===== src/rtl/npid_pkg.sv =====
// Shared types and constants of the nested prefix integer decoder.
// Used by every module of the block; depends on nothing else.
package npid_pkg;

  // Input op codes.
  localparam logic [1:0] OP_DATA  = 2'd0;
  localparam logic [1:0] OP_EOS   = 2'd1;
  localparam logic [1:0] OP_RDERR = 2'd2;

  // Result status codes.
  localparam logic [1:0] STAT_OK    = 2'd0;
  localparam logic [1:0] STAT_RANGE = 2'd1;
  localparam logic [1:0] STAT_EOS   = 2'd2;
  localparam logic [1:0] STAT_RDERR = 2'd3;

  // Largest final payload length that fits a 31-bit value.
  localparam logic [4:0] LIMIT_CAP = 5'd30;

  // Configuration space: one 32-bit register per word.
  localparam int unsigned REG_ADDR_W      = 3;
  localparam logic        REG_MAX_PAYLOAD = 1'b0;

  // Queue between the front and the back.
  localparam int unsigned QUEUE_DEPTH = 2;
  localparam int unsigned QUEUE_AW    = (QUEUE_DEPTH > 1) ? $clog2(QUEUE_DEPTH) : 1;

  typedef enum logic [1:0] {
    CMD_DATA,
    CMD_EOS,
    CMD_RDERR
  } cmd_e;

  typedef enum logic [3:0] {
    ST_TOP,
    ST_PRE15,
    ST_PRE3,
    ST_PRE1,
    ST_PRE1B,
    ST_PRE1C,
    ST_LEN3,
    ST_LEN15,
    ST_FINAL
  } stage_e;

  typedef struct packed {
    logic [1:0] op;
    logic [7:0] data_byte;
  } in_item_t;

  typedef struct packed {
    logic [30:0] value;
    logic [1:0]  status;
    logic        last;
  } out_item_t;

  typedef struct packed {
    cmd_e       cmd;
    logic [7:0] data_byte;
  } q_item_t;

  // Handshake between the queue and the back end.
  typedef struct packed {
    logic    valid;
    q_item_t item;
  } q_head_t;

endpackage


===== src/rtl/nested_prefix_integer_decoder_top.sv =====
// Top level of the nested prefix integer decoder: front end, queue, back end
// and the configuration register. Depends on npid_pkg, npid_front, npid_fifo, npid_back.
//
// The decoder reads stream bytes most significant bit first and emits every
// integer of the four-level nested length-prefix code once the bit that
// completes it has been read. The back end walks a data byte one bit per
// cycle through the decode sequencer, unless a finished result is held up by
// a stalled output, and that sequencer sets the sustained rate. An
// end-of-stream or read-error command gives a single result with status
// two or three, after which the decoder restarts at a fresh number. Op three
// is accepted and dropped. A two-entry command queue sits between the input
// side and the sequencer, so new transfers are taken while a byte is still
// being decoded, and a holding slot plus an output register let the sequencer
// keep going while a finished result waits on a stalled output. The last
// flag of a result is known only once the rest of its byte has been scanned,
// so a result leaves the holding slot either when the next result of the
// same byte arrives or when the byte ends; the first result of a command
// therefore passes through the holding slot and then the output register
// before it appears. Results leave at most one per cycle. The max_payload_bits
// register sits at byte address 0 of the APB-style port, resets to 30 and is
// capped at 30 in use; it is to be written only while the decoder is idle.
module nested_prefix_integer_decoder_top (
  input  logic                                  clk_i,
  input  logic                                  rst_ni,
  input  logic                                  in_valid_i,
  output logic                                  in_stall_o,
  input  npid_pkg::in_item_t                    in_data_i,
  output logic                                  out_valid_o,
  input  logic                                  out_stall_i,
  output npid_pkg::out_item_t                   out_data_o,
  input  logic                                  psel,
  input  logic                                  penable,
  input  logic                                  pwrite,
  input  logic [npid_pkg::REG_ADDR_W-1:0]       paddr,
  input  logic [31:0]                           pwdata,
  output logic [31:0]                           prdata,
  output logic                                  pready
);

  logic              q_push;
  logic              q_full;
  logic              q_pop;
  npid_pkg::q_item_t q_item;
  npid_pkg::q_head_t q_head;

  logic [4:0] max_payload_q;
  logic       reg_idx;
  logic       reg_wr;

  // Registers are word aligned; the word index picks the register and the
  // byte offset within a word is not decoded.
  assign reg_idx = paddr[2];
  assign pready  = 1'b1;
  assign reg_wr  = psel && penable && pwrite;

  always_ff @(posedge clk_i or negedge rst_ni) begin
    if (!rst_ni) begin
      max_payload_q <= npid_pkg::LIMIT_CAP;
    end else if (reg_wr && (reg_idx == npid_pkg::REG_MAX_PAYLOAD)) begin
      max_payload_q <= pwdata[4:0];
    end
  end

  always_comb begin
    prdata = '0;
    if ((reg_idx == npid_pkg::REG_MAX_PAYLOAD) && (paddr[1:0] == 2'b00)) begin
      prdata = {27'b0, max_payload_q};
    end else if (reg_idx == npid_pkg::REG_MAX_PAYLOAD) begin
      // Unaligned reads return the same word.
      prdata = {27'b0, max_payload_q};
    end
  end

  // The front end classifies each transfer and pushes it into the queue.
  npid_front u_front (
    .in_data_i  (in_data_i),
    .in_valid_i (in_valid_i),
    .in_stall_o (in_stall_o),
    .q_full_i   (q_full),
    .q_push_o   (q_push),
    .q_item_o   (q_item)
  );

  npid_fifo u_fifo (
    .clk_i  (clk_i),
    .rst_ni (rst_ni),
    .push_i (q_push),
    .item_i (q_item),
    .full_o (q_full),
    .pop_i  (q_pop),
    .head_o (q_head)
  );

  // The back end walks each byte bit by bit and produces the results.
  npid_back u_back (
    .clk_i         (clk_i),
    .rst_ni        (rst_ni),
    .max_payload_i (max_payload_q),
    .head_i        (q_head),
    .pop_o         (q_pop),
    .out_valid_o   (out_valid_o),
    .out_stall_i   (out_stall_i),
    .out_data_o    (out_data_o)
  );

endmodule


===== src/rtl/npid_front.sv =====
// Front end: accepts input transfers and classifies them into queue commands.
// Depends on npid_pkg.
module npid_front (
  input  npid_pkg::in_item_t in_data_i,
  input  logic               in_valid_i,
  output logic               in_stall_o,
  input  logic               q_full_i,
  output logic               q_push_o,
  output npid_pkg::q_item_t  q_item_o
);

  logic    is_cmd;
  npid_pkg::cmd_e cmd;

  // Op three carries no work; it is accepted and dropped here.
  always_comb begin
    is_cmd = 1'b1;
    cmd    = npid_pkg::CMD_DATA;
    case (in_data_i.op)
      npid_pkg::OP_DATA:  cmd = npid_pkg::CMD_DATA;
      npid_pkg::OP_EOS:   cmd = npid_pkg::CMD_EOS;
      npid_pkg::OP_RDERR: cmd = npid_pkg::CMD_RDERR;
      default:            is_cmd = 1'b0;
    endcase
  end

  assign in_stall_o         = q_full_i;
  assign q_push_o           = in_valid_i && !q_full_i && is_cmd;
  assign q_item_o.cmd       = cmd;
  assign q_item_o.data_byte = in_data_i.data_byte;

endmodule


===== src/rtl/npid_fifo.sv =====
// Short command queue that decouples the front end from the bit sequencer.
// Depends on npid_pkg.
module npid_fifo (
  input  logic              clk_i,
  input  logic              rst_ni,
  input  logic              push_i,
  input  npid_pkg::q_item_t item_i,
  output logic              full_o,
  input  logic              pop_i,
  output npid_pkg::q_head_t head_o
);

  npid_pkg::q_item_t mem_q [npid_pkg::QUEUE_DEPTH];
  logic [npid_pkg::QUEUE_AW-1:0] wr_ptr_q, wr_ptr_d;
  logic [npid_pkg::QUEUE_AW-1:0] rd_ptr_q, rd_ptr_d;
  logic [npid_pkg::QUEUE_AW:0]   count_q, count_d;
  logic do_push, do_pop;

  assign full_o  = (count_q == (npid_pkg::QUEUE_AW+1)'(npid_pkg::QUEUE_DEPTH));
  assign do_push = push_i && !full_o;
  assign do_pop  = pop_i && (count_q != '0);

  assign head_o.valid = (count_q != '0);
  assign head_o.item  = mem_q[rd_ptr_q];

  always_comb begin
    wr_ptr_d = wr_ptr_q;
    rd_ptr_d = rd_ptr_q;
    count_d  = count_q;
    if (do_push) begin
      wr_ptr_d = (wr_ptr_q == npid_pkg::QUEUE_AW'(npid_pkg::QUEUE_DEPTH - 1)) ? '0
                                                                              : wr_ptr_q + 1'b1;
    end
    if (do_pop) begin
      rd_ptr_d = (rd_ptr_q == npid_pkg::QUEUE_AW'(npid_pkg::QUEUE_DEPTH - 1)) ? '0
                                                                              : rd_ptr_q + 1'b1;
    end
    if (do_push && !do_pop) begin
      count_d = count_q + 1'b1;
    end else if (do_pop && !do_push) begin
      count_d = count_q - 1'b1;
    end
  end

  always_ff @(posedge clk_i or negedge rst_ni) begin
    if (!rst_ni) begin
      wr_ptr_q <= '0;
      rd_ptr_q <= '0;
      count_q  <= '0;
    end else begin
      wr_ptr_q <= wr_ptr_d;
      rd_ptr_q <= rd_ptr_d;
      count_q  <= count_d;
    end
  end

  always_ff @(posedge clk_i) begin
    if (do_push) begin
      mem_q[wr_ptr_q] <= item_i;
    end
  end

endmodule


===== src/rtl/npid_back.sv =====
// Back end: bit-serial decode sequencer, one-result holding slot and output register.
// Depends on npid_pkg.
module npid_back (
  input  logic                clk_i,
  input  logic                rst_ni,
  input  logic [4:0]          max_payload_i,
  input  npid_pkg::q_head_t   head_i,
  output logic                pop_o,
  output logic                out_valid_o,
  input  logic                out_stall_i,
  output npid_pkg::out_item_t out_data_o
);

  // Current command.
  logic           cur_valid_q;
  npid_pkg::cmd_e cur_cmd_q;
  logic [7:0]     shift_q;
  logic [2:0]     cnt_q;

  // Decoder state.
  npid_pkg::stage_e stage_q, stage_d;
  logic [4:0]       rem_q, rem_d;
  logic [30:0]      acc_q, acc_d;

  // Holding slot: the newest result, whose last flag is not yet known until closed.
  logic        pend_valid_q, pend_valid_d;
  logic        pend_closed_q, pend_closed_d;
  logic [30:0] pend_value_q;
  logic [1:0]  pend_status_q;

  logic                out_valid_q;
  npid_pkg::out_item_t out_data_q;

  logic        bit_w;
  logic        final_w;
  logic [30:0] acc_sh;
  logic [4:0]  rem_m;
  logic [4:0]  limit;
  logic        res_valid;
  logic [30:0] res_value;
  logic [1:0]  res_status;
  logic        start_fin;
  logic [15:0] fin_len;
  logic        do_clear;
  logic        res_fire, out_free, move, step, load;

  assign bit_w   = shift_q[7];
  assign final_w = (cur_cmd_q != npid_pkg::CMD_DATA) || (cnt_q == 3'd7);
  assign acc_sh  = {acc_q[29:0], bit_w};
  assign rem_m   = rem_q - 5'd1;
  assign limit   = (max_payload_i > npid_pkg::LIMIT_CAP) ? npid_pkg::LIMIT_CAP : max_payload_i;

  // One decode step on the current bit (or on an end-of-stream/read-error command).
  always_comb begin
    stage_d    = stage_q;
    rem_d      = rem_q;
    acc_d      = acc_q;
    res_valid  = 1'b0;
    res_value  = '0;
    res_status = npid_pkg::STAT_OK;
    start_fin  = 1'b0;
    fin_len    = '0;
    do_clear   = 1'b0;
    if (cur_cmd_q != npid_pkg::CMD_DATA) begin
      res_valid  = 1'b1;
      res_status = (cur_cmd_q == npid_pkg::CMD_EOS) ? npid_pkg::STAT_EOS : npid_pkg::STAT_RDERR;
      do_clear   = 1'b1;
    end else begin
      case (stage_q)
        npid_pkg::ST_PRE15: begin
          if (!bit_w) begin
            start_fin = 1'b1;
            fin_len   = 16'd1;
          end else begin
            stage_d = npid_pkg::ST_PRE3;
          end
        end
        npid_pkg::ST_PRE3: begin
          if (!bit_w) begin
            acc_d   = 31'd1;
            rem_d   = 5'd1;
            stage_d = npid_pkg::ST_LEN15;
          end else begin
            stage_d = npid_pkg::ST_PRE1;
          end
        end
        npid_pkg::ST_PRE1: begin
          if (!bit_w) begin
            acc_d   = 31'd1;
            rem_d   = 5'd1;
            stage_d = npid_pkg::ST_LEN3;
          end else begin
            stage_d = npid_pkg::ST_PRE1B;
          end
        end
        npid_pkg::ST_PRE1B: begin
          if (bit_w) begin
            res_valid  = 1'b1;
            res_status = npid_pkg::STAT_RANGE;
            do_clear   = 1'b1;
          end else begin
            stage_d = npid_pkg::ST_PRE1C;
          end
        end
        npid_pkg::ST_PRE1C: begin
          acc_d   = 31'd1;
          rem_d   = {3'b000, 1'b1, bit_w};
          stage_d = npid_pkg::ST_LEN3;
        end
        npid_pkg::ST_LEN3, npid_pkg::ST_LEN15, npid_pkg::ST_FINAL: begin
          acc_d = acc_sh;
          rem_d = rem_m;
          if (rem_m == '0) begin
            if (stage_q == npid_pkg::ST_LEN3) begin
              rem_d   = acc_sh[4:0];
              acc_d   = 31'd1;
              stage_d = npid_pkg::ST_LEN15;
            end else if (stage_q == npid_pkg::ST_LEN15) begin
              start_fin = 1'b1;
              fin_len   = acc_sh[15:0];
            end else begin
              res_valid = 1'b1;
              res_value = acc_sh;
              do_clear  = 1'b1;
            end
          end
        end
        default: begin
          if (!bit_w) begin
            res_valid = 1'b1;
            res_value = 31'd1;
          end else begin
            stage_d = npid_pkg::ST_PRE15;
          end
        end
      endcase
    end
    if (start_fin) begin
      if (fin_len > {11'b0, limit}) begin
        res_valid  = 1'b1;
        res_status = npid_pkg::STAT_RANGE;
        do_clear   = 1'b1;
      end else begin
        acc_d   = 31'd1;
        rem_d   = fin_len[4:0];
        stage_d = npid_pkg::ST_FINAL;
      end
    end
    if (do_clear) begin
      stage_d = npid_pkg::ST_TOP;
      rem_d   = '0;
      acc_d   = '0;
    end
  end

  // A new result needs the slot emptied first; a closed slot drains on its own.
  assign res_fire = cur_valid_q && res_valid;
  assign out_free = !out_valid_q || !out_stall_i;
  assign move     = pend_valid_q && out_free && (pend_closed_q || res_fire);
  assign step     = cur_valid_q && (!res_valid || !pend_valid_q || out_free);
  assign load     = head_i.valid && (!cur_valid_q || (step && final_w));
  assign pop_o    = load;

  always_comb begin
    pend_valid_d  = pend_valid_q;
    pend_closed_d = pend_closed_q;
    if (step && res_valid) begin
      pend_valid_d  = 1'b1;
      pend_closed_d = final_w;
    end else begin
      if (move) begin
        pend_valid_d = 1'b0;
      end
      if (step && final_w) begin
        pend_closed_d = 1'b1;
      end
    end
  end

  always_ff @(posedge clk_i or negedge rst_ni) begin
    if (!rst_ni) begin
      cur_valid_q   <= 1'b0;
      cur_cmd_q     <= npid_pkg::CMD_DATA;
      cnt_q         <= '0;
      stage_q       <= npid_pkg::ST_TOP;
      rem_q         <= '0;
      acc_q         <= '0;
      pend_valid_q  <= 1'b0;
      pend_closed_q <= 1'b0;
      out_valid_q   <= 1'b0;
    end else begin
      if (load) begin
        cur_valid_q <= 1'b1;
        cur_cmd_q   <= head_i.item.cmd;
        cnt_q       <= '0;
      end else if (step) begin
        cnt_q <= cnt_q + 3'd1;
        if (final_w) begin
          cur_valid_q <= 1'b0;
        end
      end
      if (step) begin
        stage_q <= stage_d;
        rem_q   <= rem_d;
        acc_q   <= acc_d;
      end
      pend_valid_q  <= pend_valid_d;
      pend_closed_q <= pend_closed_d;
      if (move) begin
        out_valid_q <= 1'b1;
      end else if (!out_stall_i) begin
        out_valid_q <= 1'b0;
      end
    end
  end

  always_ff @(posedge clk_i) begin
    if (load) begin
      shift_q <= head_i.item.data_byte;
    end else if (step) begin
      shift_q <= {shift_q[6:0], 1'b0};
    end
    if (step && res_valid) begin
      pend_value_q  <= res_value;
      pend_status_q <= res_status;
    end
    if (move) begin
      out_data_q.value  <= pend_value_q;
      out_data_q.status <= pend_status_q;
      out_data_q.last   <= pend_closed_q;
    end
  end

  assign out_valid_o = out_valid_q;
  assign out_data_o  = out_data_q;

endmodule

===== config.mk =====
export PLATFORM = sky130hd
export DESIGN_NAME = nested_prefix_integer_decoder_top
export DESIGN_NICKNAME = d
export VERILOG_FILES = /design/src/rtl/npid_pkg.sv /design/src/rtl/nested_prefix_integer_decoder_top.sv /design/src/rtl/npid_front.sv /design/src/rtl/npid_fifo.sv /design/src/rtl/npid_back.sv
export SDC_FILE = /design/constraint.sdc
export NUM_CORES = 1
export LEC_CHECK = 0
export BUFFER_PORTS_ARGS = -buffer_cell sky130_fd_sc_hd__buf_2
export CAP_MARGIN = 20
export CORE_MARGIN = 2
export CORE_UTILIZATION = 30
export DETAILED_ROUTE_END_ITERATION = 8
export GPL_ROUTABILITY_DRIVEN = 0
export GPL_TIMING_DRIVEN = 0
export PLACE_DENSITY = 0.57
export SYNTH_ARGS = -nofsm -noshare
export SYNTH_HDL_FRONTEND = slang
export SYNTH_SLANG_ARGS = --single-unit

===== constraint.sdc =====
create_clock -name clk_i -period 10.7 [get_ports clk_i]
set_input_delay 1.07 -clock clk_i [delete_from_list [all_inputs] [get_ports clk_i]]
set_output_delay 1.07 -clock clk_i [all_outputs]
set_load 0.005 [all_outputs]

Word level (Yosys, flattened, before mapping):

Memories as Yosys holds them, arrays and structs flattened.
Index checks and enable logic that the tools add are counted.

* register bits: 133
* memory bits (read-only): 0
* memories: 1
* input port bits: 52
* output and inout bits: 69
* memory bits (writable): 20
* latch bits: 0
* logic and storage cells: 177

* multipliers: 0
* div/mod/pow operators: 0
* shifts and indexed selects: 0
* bitwise logic cells: 1
* add/subtract/negate cells: 6
* magnitude comparators: 2
* reductions and logical operators: 47
* equality and inequality tests: 14
* muxes and demuxes: 87

Memories
* u_fifo.mem_q: words 2, bits a word 10, read ports 1, clocked after memory_dff 0, write ports 1, line npid_fifo.sv:13 `npid_pkg::q_item_t mem_q [npid_pkg::QUEUE_DEPTH];`

Operators by type and width (number)
* 31-bit 2-to-1 mux: 10
* 31-bit one-hot mux with 3 select lines: 1
* 16-bit 2-to-1 mux: 4
* 31-bit one-hot mux with 2 select lines: 1
* 5-bit 2-to-1 mux: 10
* 4-bit 2-to-1 mux: 9
* 1-bit 2-to-1 mux: 33
* 16-bit one-hot mux with 2 select lines: 1
* 4-bit one-hot mux with 6 select lines: 1
* 1-bit logical AND: 17
* 4-bit by 3-bit equality test with 1-bit output (second input constant): 4
* 16-bit by 5-bit > comparator with 1-bit output: 1
* 8-bit 2-to-1 mux: 2
* 5-bit one-hot mux with 3 select lines: 1
* 2-bit 2-to-1 mux: 7
* 2-bit nonzero test: 7
* 3-bit 2-to-1 mux: 3
* 4-bit by 2-bit equality test with 1-bit output (second input constant): 2
* 1-bit logical NOT: 8
* 1-bit logical OR: 6
* 3-bit OR reduction: 2
* 5-bit > comparator (second input constant): 1
* 5-bit logical NOT: 1
* 5-bit OR reduction: 1
* 19 further kinds: 24

Logic depth before layout (Yosys ltp):

* word-level depth: 20
* depth in mapped cells: 20
* gate-level depth less buffers: 19

Modules after synthesis:

From an unflattened synthesis, not the netlist that was laid out.

* cell total of the unflattened synthesis: 553
* area, all modules: 7145.6 µm²

Modules (own cells, without submodules)
* npid_back: instances 1, cells an instance 444, seq. area each 3453.3 µm², area an instance 5606.6 µm²
* npid_fifo: instances 1, cells an instance 50, seq. area each 700.7 µm², area an instance 968.4 µm²
* nested_prefix_integer_decoder_top: instances 1, cells an instance 46, seq. area each 130.1 µm², area an instance 471.7 µm²
* npid_front: instances 1, cells an instance 13, seq. area each 0.0 µm², area an instance 98.8 µm²

Worst setup path after synthesis:

Ideal clock, no wire load.

* path kind: reg-to-reg
* start: register u_back.rem_q[0]
* end: register u_back.out_data_q, in the netlist u_back.out_data_o[0] (enable)
* arrival time: 4.821 ns
* clock period less this slack: 5.258 ns
* required time: 10.263 ns
* path buffers: 0
* cell stages (with the launch flop): 16
* setup time: 0.437 ns
* slack: 5.442 ns
* cells stage by stage: dfrtp_1 inv_1 ha_1 nor4bb_1 and2_1 nor2_1 nor3_1 and3_1 ha_1 and2_1 a41oi_1 o21ai_0 a221o_2 a31oi_1 o21ai_0 a21oi_1

* word-level cells in the longest chain between the ends: 11
* elaborated cells between the ends (all ways): 17
* those cells by class: add/sub (1); order compare (1); mux (11); reduce/logical (4)

Ends and longest elaborated chain
* start: declaration: line npid_back.sv:22 `logic [4:0] rem_q, rem_d;`
* start signal: assignment: line npid_back.sv:204 `rem_q <= rem_d;`
* 5-bit by 1-bit subtractor with 5-bit output *: line npid_back.sv:50 `assign rem_m = rem_q - 5'd1;`
* 5-bit logical NOT *: line npid_back.sv:113 `if (rem_m == '0) begin`
* 16-bit 2-to-1 mux: line npid_back.sv:113
* 16-bit one-hot mux with 2 select lines: line npid_back.sv:69 `case (stage_q)`
* 16-bit 2-to-1 mux: line npid_back.sv:64 `if (cur_cmd_q != npid_pkg::CMD_DATA) begin`
* 16-bit by 5-bit > comparator with 1-bit output: line npid_back.sv:139 `if (fin_len > {11'b0, limit}) begin`
* 1-bit 2-to-1 mux: line npid_back.sv:139
* 1-bit 2-to-1 mux *: line npid_back.sv:138 `if (start_fin) begin`
* 1-bit logical AND *: line npid_back.sv:157 `assign res_fire = cur_valid_q && res_valid;`
* 1-bit logical OR *: line npid_back.sv:159 `assign move = pend_valid_q && out_free && (pend_closed_q || res_fire);`
* 1-bit logical AND *: line npid_back.sv:159
* net u_back.move: line npid_back.sv:45 `logic res_fire, out_free, move, step, load;`
* end: declaration: line npid_back.sv:32 `npid_pkg::out_item_t out_data_q;`

Mark *: on every way through the listed nets, which the timed path passes. The rest lies on a longest branch.
A chain may end at the register's enable or synchronous reset.

Worst setup path in the final report:

* start: register u_back.rem_q[0]
* end: register u_fifo.count_q[1] (netlist bit)

* word-level cells in the longest chain between the ends: 19
* elaborated cells between the ends (all ways): 27
* those cells by class: add/sub (1); order compare (1); mux (12); reduce/logical (13)

Ends and longest elaborated chain
* 5-bit by 1-bit subtractor with 5-bit output *: line npid_back.sv:50
* 5-bit logical NOT *: line npid_back.sv:113
* 16-bit 2-to-1 mux: line npid_back.sv:113
* 16-bit one-hot mux with 2 select lines: line npid_back.sv:69
* 16-bit 2-to-1 mux: line npid_back.sv:64
* 16-bit by 5-bit > comparator with 1-bit output: line npid_back.sv:139
* 1-bit 2-to-1 mux: line npid_back.sv:139
* 1-bit 2-to-1 mux *: line npid_back.sv:138
* (+3 left out)
* 1-bit logical AND *: line npid_back.sv:160 `assign step = cur_valid_q && (!res_valid || !pend_valid_q || out_free);`
* 1-bit logical AND *: line npid_back.sv:161 `assign load = head_i.valid && (!cur_valid_q || (step && final_w));`
* 1-bit logical OR *: line npid_back.sv:161
* 1-bit logical AND *: line npid_back.sv:161
* 1-bit logical AND *: line npid_fifo.sv:21 `assign do_pop = pop_i && (count_q != '0);`
* 1-bit logical NOT: line npid_fifo.sv:38 `if (do_push && !do_pop) begin`
* 1-bit logical AND: line npid_fifo.sv:38
* 2-bit 2-to-1 mux or 2-bit nonzero test (tied branches)
* end signal: assignment: line npid_fifo.sv:53 `count_q <= count_d;`
* end: declaration: line npid_fifo.sv:16 `logic [npid_pkg::QUEUE_AW:0] count_q, count_d;`

Mark *: on every way between the ends. The rest lies on a longest branch, timed or not.

==> metrics list <==
- Data on the critical path arrives at its endpoint at 5.19 ns.
* Horiz. Die Dim: 155 um
* Number of CTS-inserted buffers: 17
- The via count of the first global-routing pass was 4196.
- Leaving out fill and tap cells, the most frequent cell in the layout is sky130_fd_sc_hd__edfxtp_1.
* Kind of capture point of the worst setup path: flip-flop
- For the pin with the worst max-slew slack, the measured transition is 0.847 ns.
- Setup crit start: u_back.rem_q[0]
* Sum of buffers and inverters on the critical path: 3
- In this run the static leakage power is 3.57 nW.
- Post-Synthesis Cells: 520
- Before CTS, the worst setup slack after placement is slightly below 6 ns.
* Share of the yosys chip area belonging to registers: slightly above 60%
- The clock net in this run drives a total of 152 sinks.
- Multi-input gate area in the final layout: 2280 um^2
- The design draws ~2.2 mW.
- Entering global routing, the biggest net connects 31 pins.
* Clk root buf: sky130_fd_sc_hd__clkbuf_16
- Count of antenna diodes in the layout: 0
- In this run the cell area of the synthesized design comes to 6880 um^2.
- Drt wl/cell: 14.1 um
- After synthesis the netlist holds a flip-flop and latch count of 152.
- After legalization and detailed placement, the total HPWL measured 9.30 mm.
* Post-synth top flop: sky130_fd_sc_hd__edfxtp_1
* Cell variety after synth: 68
- Clock tree from TritonCTS: yes
- Hold Path Origin: u_back.pend_value_q[6]
- Dividing the final minimum period by the clock period gives 45.2%.
* Initial DRC count: 258
* Final setup violation count: 0
- Core Box Area: approximately 23000 um^2
* H-tree levels: 4
* Number of DRC violations after detailed routing: 0
- RSZ-0062 raised after global routing: no
* Post-CTS resize count: 0
- Cell repeated most along the worst path: sky130_fd_sc_hd__ha_1
- In the final design database the tool counted roughly 700 nets.
- At the worst endpoint, the required time is 11.05 ns.
- Fraction of final layout cells sized beyond drive strength 1: 28.1%
- Post-CTS clock slew at the launch and capture registers of the worst setup and hold paths: ~0.06 ns
* Count of maximum capacitance violations: 0
- The worst path meets setup with 5.86 ns of slack.
* Total negative slack: 0 ns
* First-pass DRT Iterations: 4
- The initial antenna violation count was 0.
- Placed instance area: 7720 um^2
* Post-detailed-route via-to-cell ratio: 4.67
- Setup CP Type: flip-flop to flip-flop
* CP peak stage delay: between 0.4 and 0.5 ns
* Floorplan row count: 55
- The Yosys step of the flow raised 0 warnings.
- Overflow after GRT: 0
* CTS Hold Bufs: 0
- In this design, the largest share of critical-path delay is due to simple AND/OR/NAND/NOR gates.
- The worst path in the final design needs a cycle of approximately 4.8 ns, including I/O delays and setup.
- All-Layer GR Usage: 11.3%
* IR Drop Worst-Case VDD: just over 0.0001 V
- Synthesis-to-layout area growth: 20.5%
* Critical-path cell list: inv_1 > ha_1 > nor4bb_1 > and2_1 > nor2_1 > nor3_1 > and3_1 > ha_1 > a211o_1 > o21ai_0 > a221o_1 > a31o_2 > o21a_1 > buf_6 > inv_2 > ha_1 > nor2_1 > xor2_1
- Number of inserted filler cells in the final layout: 2240
- The final number of max-transition violations is 0.
* Y dimension of the die: around 160 um
- Worst skew pair latency: 0.43 ns
* I/O pin total: 121
- Maximum root-to-sink buffer count: 2
- The final count of hold timing violations was 0.
- Area of all placed cells without fillers: 8280 um^2
- Along the worst path, the maximum fanout reaches 10.
* Post-CTS setup buffers: 0
- The clock arrives with 0.0116 ns of skew.
- For this design the ratio of total power to cell area is 261 nW/um^2.
- STA classifies the critical path startpoint as a flip-flop.
- For this design, the slowest cell found on the critical path is sky130_fd_sc_hd__o21ai_0.
- Sum of routed wire length over all layers: 13.1 mm
* Area of the die: roughly 24000 um^2
* Most frequent cells in the layout: 95 x sky130_fd_sc_hd__edfxtp_1, 69 x sky130_fd_sc_hd__buf_2, 53 x sky130_fd_sc_hd__dfrtp_1, 33 x sky130_fd_sc_hd__and3_1, 33 x sky130_fd_sc_hd__a22o_1
- The flow ran to the end, and the final reports show no timing, DRC or antenna violations.
* Initial core utilization: 30.5%
- The first global-routing pass estimated 21.5 mm of wire.
* Highest clock rate: roughly 210 MHz
- A synthesized cell averages about 13 um^2.
- Async set-or-reset flop fraction in the synthesized netlist: 37.5%
- Slew headroom: 43.4%
* Number of buffer cells added on primary ports: 63
- Summing over every cut layer, the via total after detailed routing is approximately 4300.
- Hold WC Path Type: flip-flop to flip-flop
- Residual antenna-violating net count after detailed routing: 0
* Number of enable-type register cells in the synthesized netlist: between 90 and 100
* R2r startpoint: u_back.rem_q[0]
* Register area: 4280 um^2
worst register-to-register path, stage by stage, from the launching register on:
cell and delay [ns]:
sky130_fd_sc_hd__dfrtp_1 0.44, sky130_fd_sc_hd__inv_1 0.12, sky130_fd_sc_hd__ha_1 0.28, sky130_fd_sc_hd__nor4bb_1 0.35, sky130_fd_sc_hd__and2_1 0.26, sky130_fd_sc_hd__nor2_1 0.10, sky130_fd_sc_hd__nor3_1 0.44, sky130_fd_sc_hd__and3_1 0.26
sky130_fd_sc_hd__ha_1 0.24, sky130_fd_sc_hd__a211o_1 0.28, sky130_fd_sc_hd__o21ai_0 0.46, sky130_fd_sc_hd__a221o_1 0.30, sky130_fd_sc_hd__a31o_2 0.19, sky130_fd_sc_hd__o21a_1 0.13, sky130_fd_sc_hd__buf_6 0.18, sky130_fd_sc_hd__inv_2 0.09
sky130_fd_sc_hd__ha_1 0.34, sky130_fd_sc_hd__nor2_1 0.14, sky130_fd_sc_hd__xor2_1 0.14
kinds of logic after synthesis:
| group | synth area share (%) |
|---|---|
| fa+ha+maj | 1.82 |
| xor+xnor | 1.02 |
| flops | 62.3 |
| other cells | 0.109 |
| buf+inv | 6.11 |
| mux | 4.77 |
| compound gates | 12.0 |
| simple gates | 11.9 |
cell type report:
cell class	instances	share of cell area (%)
Sequential cell	152	51.7
Multi-Input combinational cell	323	27.5
Clock buffer	17	5.14
Timing Repair Buffer	66	4.62
Tap cell	285	4.31
Buffer	53	4.26
Clock inverter	15	1.60
Inverter	18	0.816
flip-flops by register name, summed over array words and instances (netlist names):
name,count
u_back.out_data_o,34
u_back.pend_value_q,31
u_back.acc_q,30
u_fifo.mem_q,20
u_back.shift_q,8
max_payload_q,5
u_back.rem_q,5
u_back.stage_q,4
u_back.cnt_q,3
u_back.cur_cmd_q,2
u_back.pend_status_q,2
u_fifo.count_q,2
u_back.cur_valid_q,1
u_back.out_valid_o,1
u_back.pend_closed_q,1
u_back.pend_valid_q,1
u_fifo.rd_ptr_q,1
u_fifo.wr_ptr_q,1
Yosys cell counts, drive strengths merged (5+ instances only):
library cell  count  share of area (%)
nand3            11               0.80
edfxtp           95                 41
nor2b             5               0.45
xnor2             6               0.76
mux2             22                4.0
dfrtp            53                 19
o21ai            20                1.5
inv              17               0.93
clkbuf           13               0.71
nor3              8               0.58
ha               10                1.8
and2              9               0.82
nand2            31                1.7
and3             34                3.2
mux2i             5               0.73
a221o             5               0.75
a22o             33                4.2
nor2             27                1.5
a21oi             8               0.64
buf              40                4.4
routing by layer:
metal	GRT usage, %	part of all wire (%)	vias to the layer above
li1	-	-	2123
met1	14.3	45	2063
met2	18.3	47	126
met3	3.04	5.2	28
met4	5.07	2.3	0
met5	0	0	-
power by group:
group | switching, mW | internal (mW)
combinational | 0.372 | 0.267
sequential | 0.0638 | 0.892
clock | 0.263 | 0.305
metrics by stage:
stage,utilization (%),hold WS [ns],std cells
2_1_floorplan,-,0.400,546
3_3_place_gp,33.9,0.403,894
3_5_place_dp,34.2,0.405,897
4_1_cts,36.7,0.417,929
5_1_grt,36.7,0.423,929
6_report,36.7,0.416,929
final timing paths:
check                                       end  depth (start not counted)  slack [ns]
min reg2reg                u_back.out_data_o[9]                          0        0.42
min                        u_back.out_data_o[9]                          0        0.42
max reg2reg                   u_fifo.count_q[1]                         18        5.86
min in group asynchronous      u_back.acc_q[29]                          1        0.68
max in group asynchronous      max_payload_q[2]                          2        9.34
max                           u_fifo.count_q[1]                         18        5.86
(Power assumes the default switching activity.)
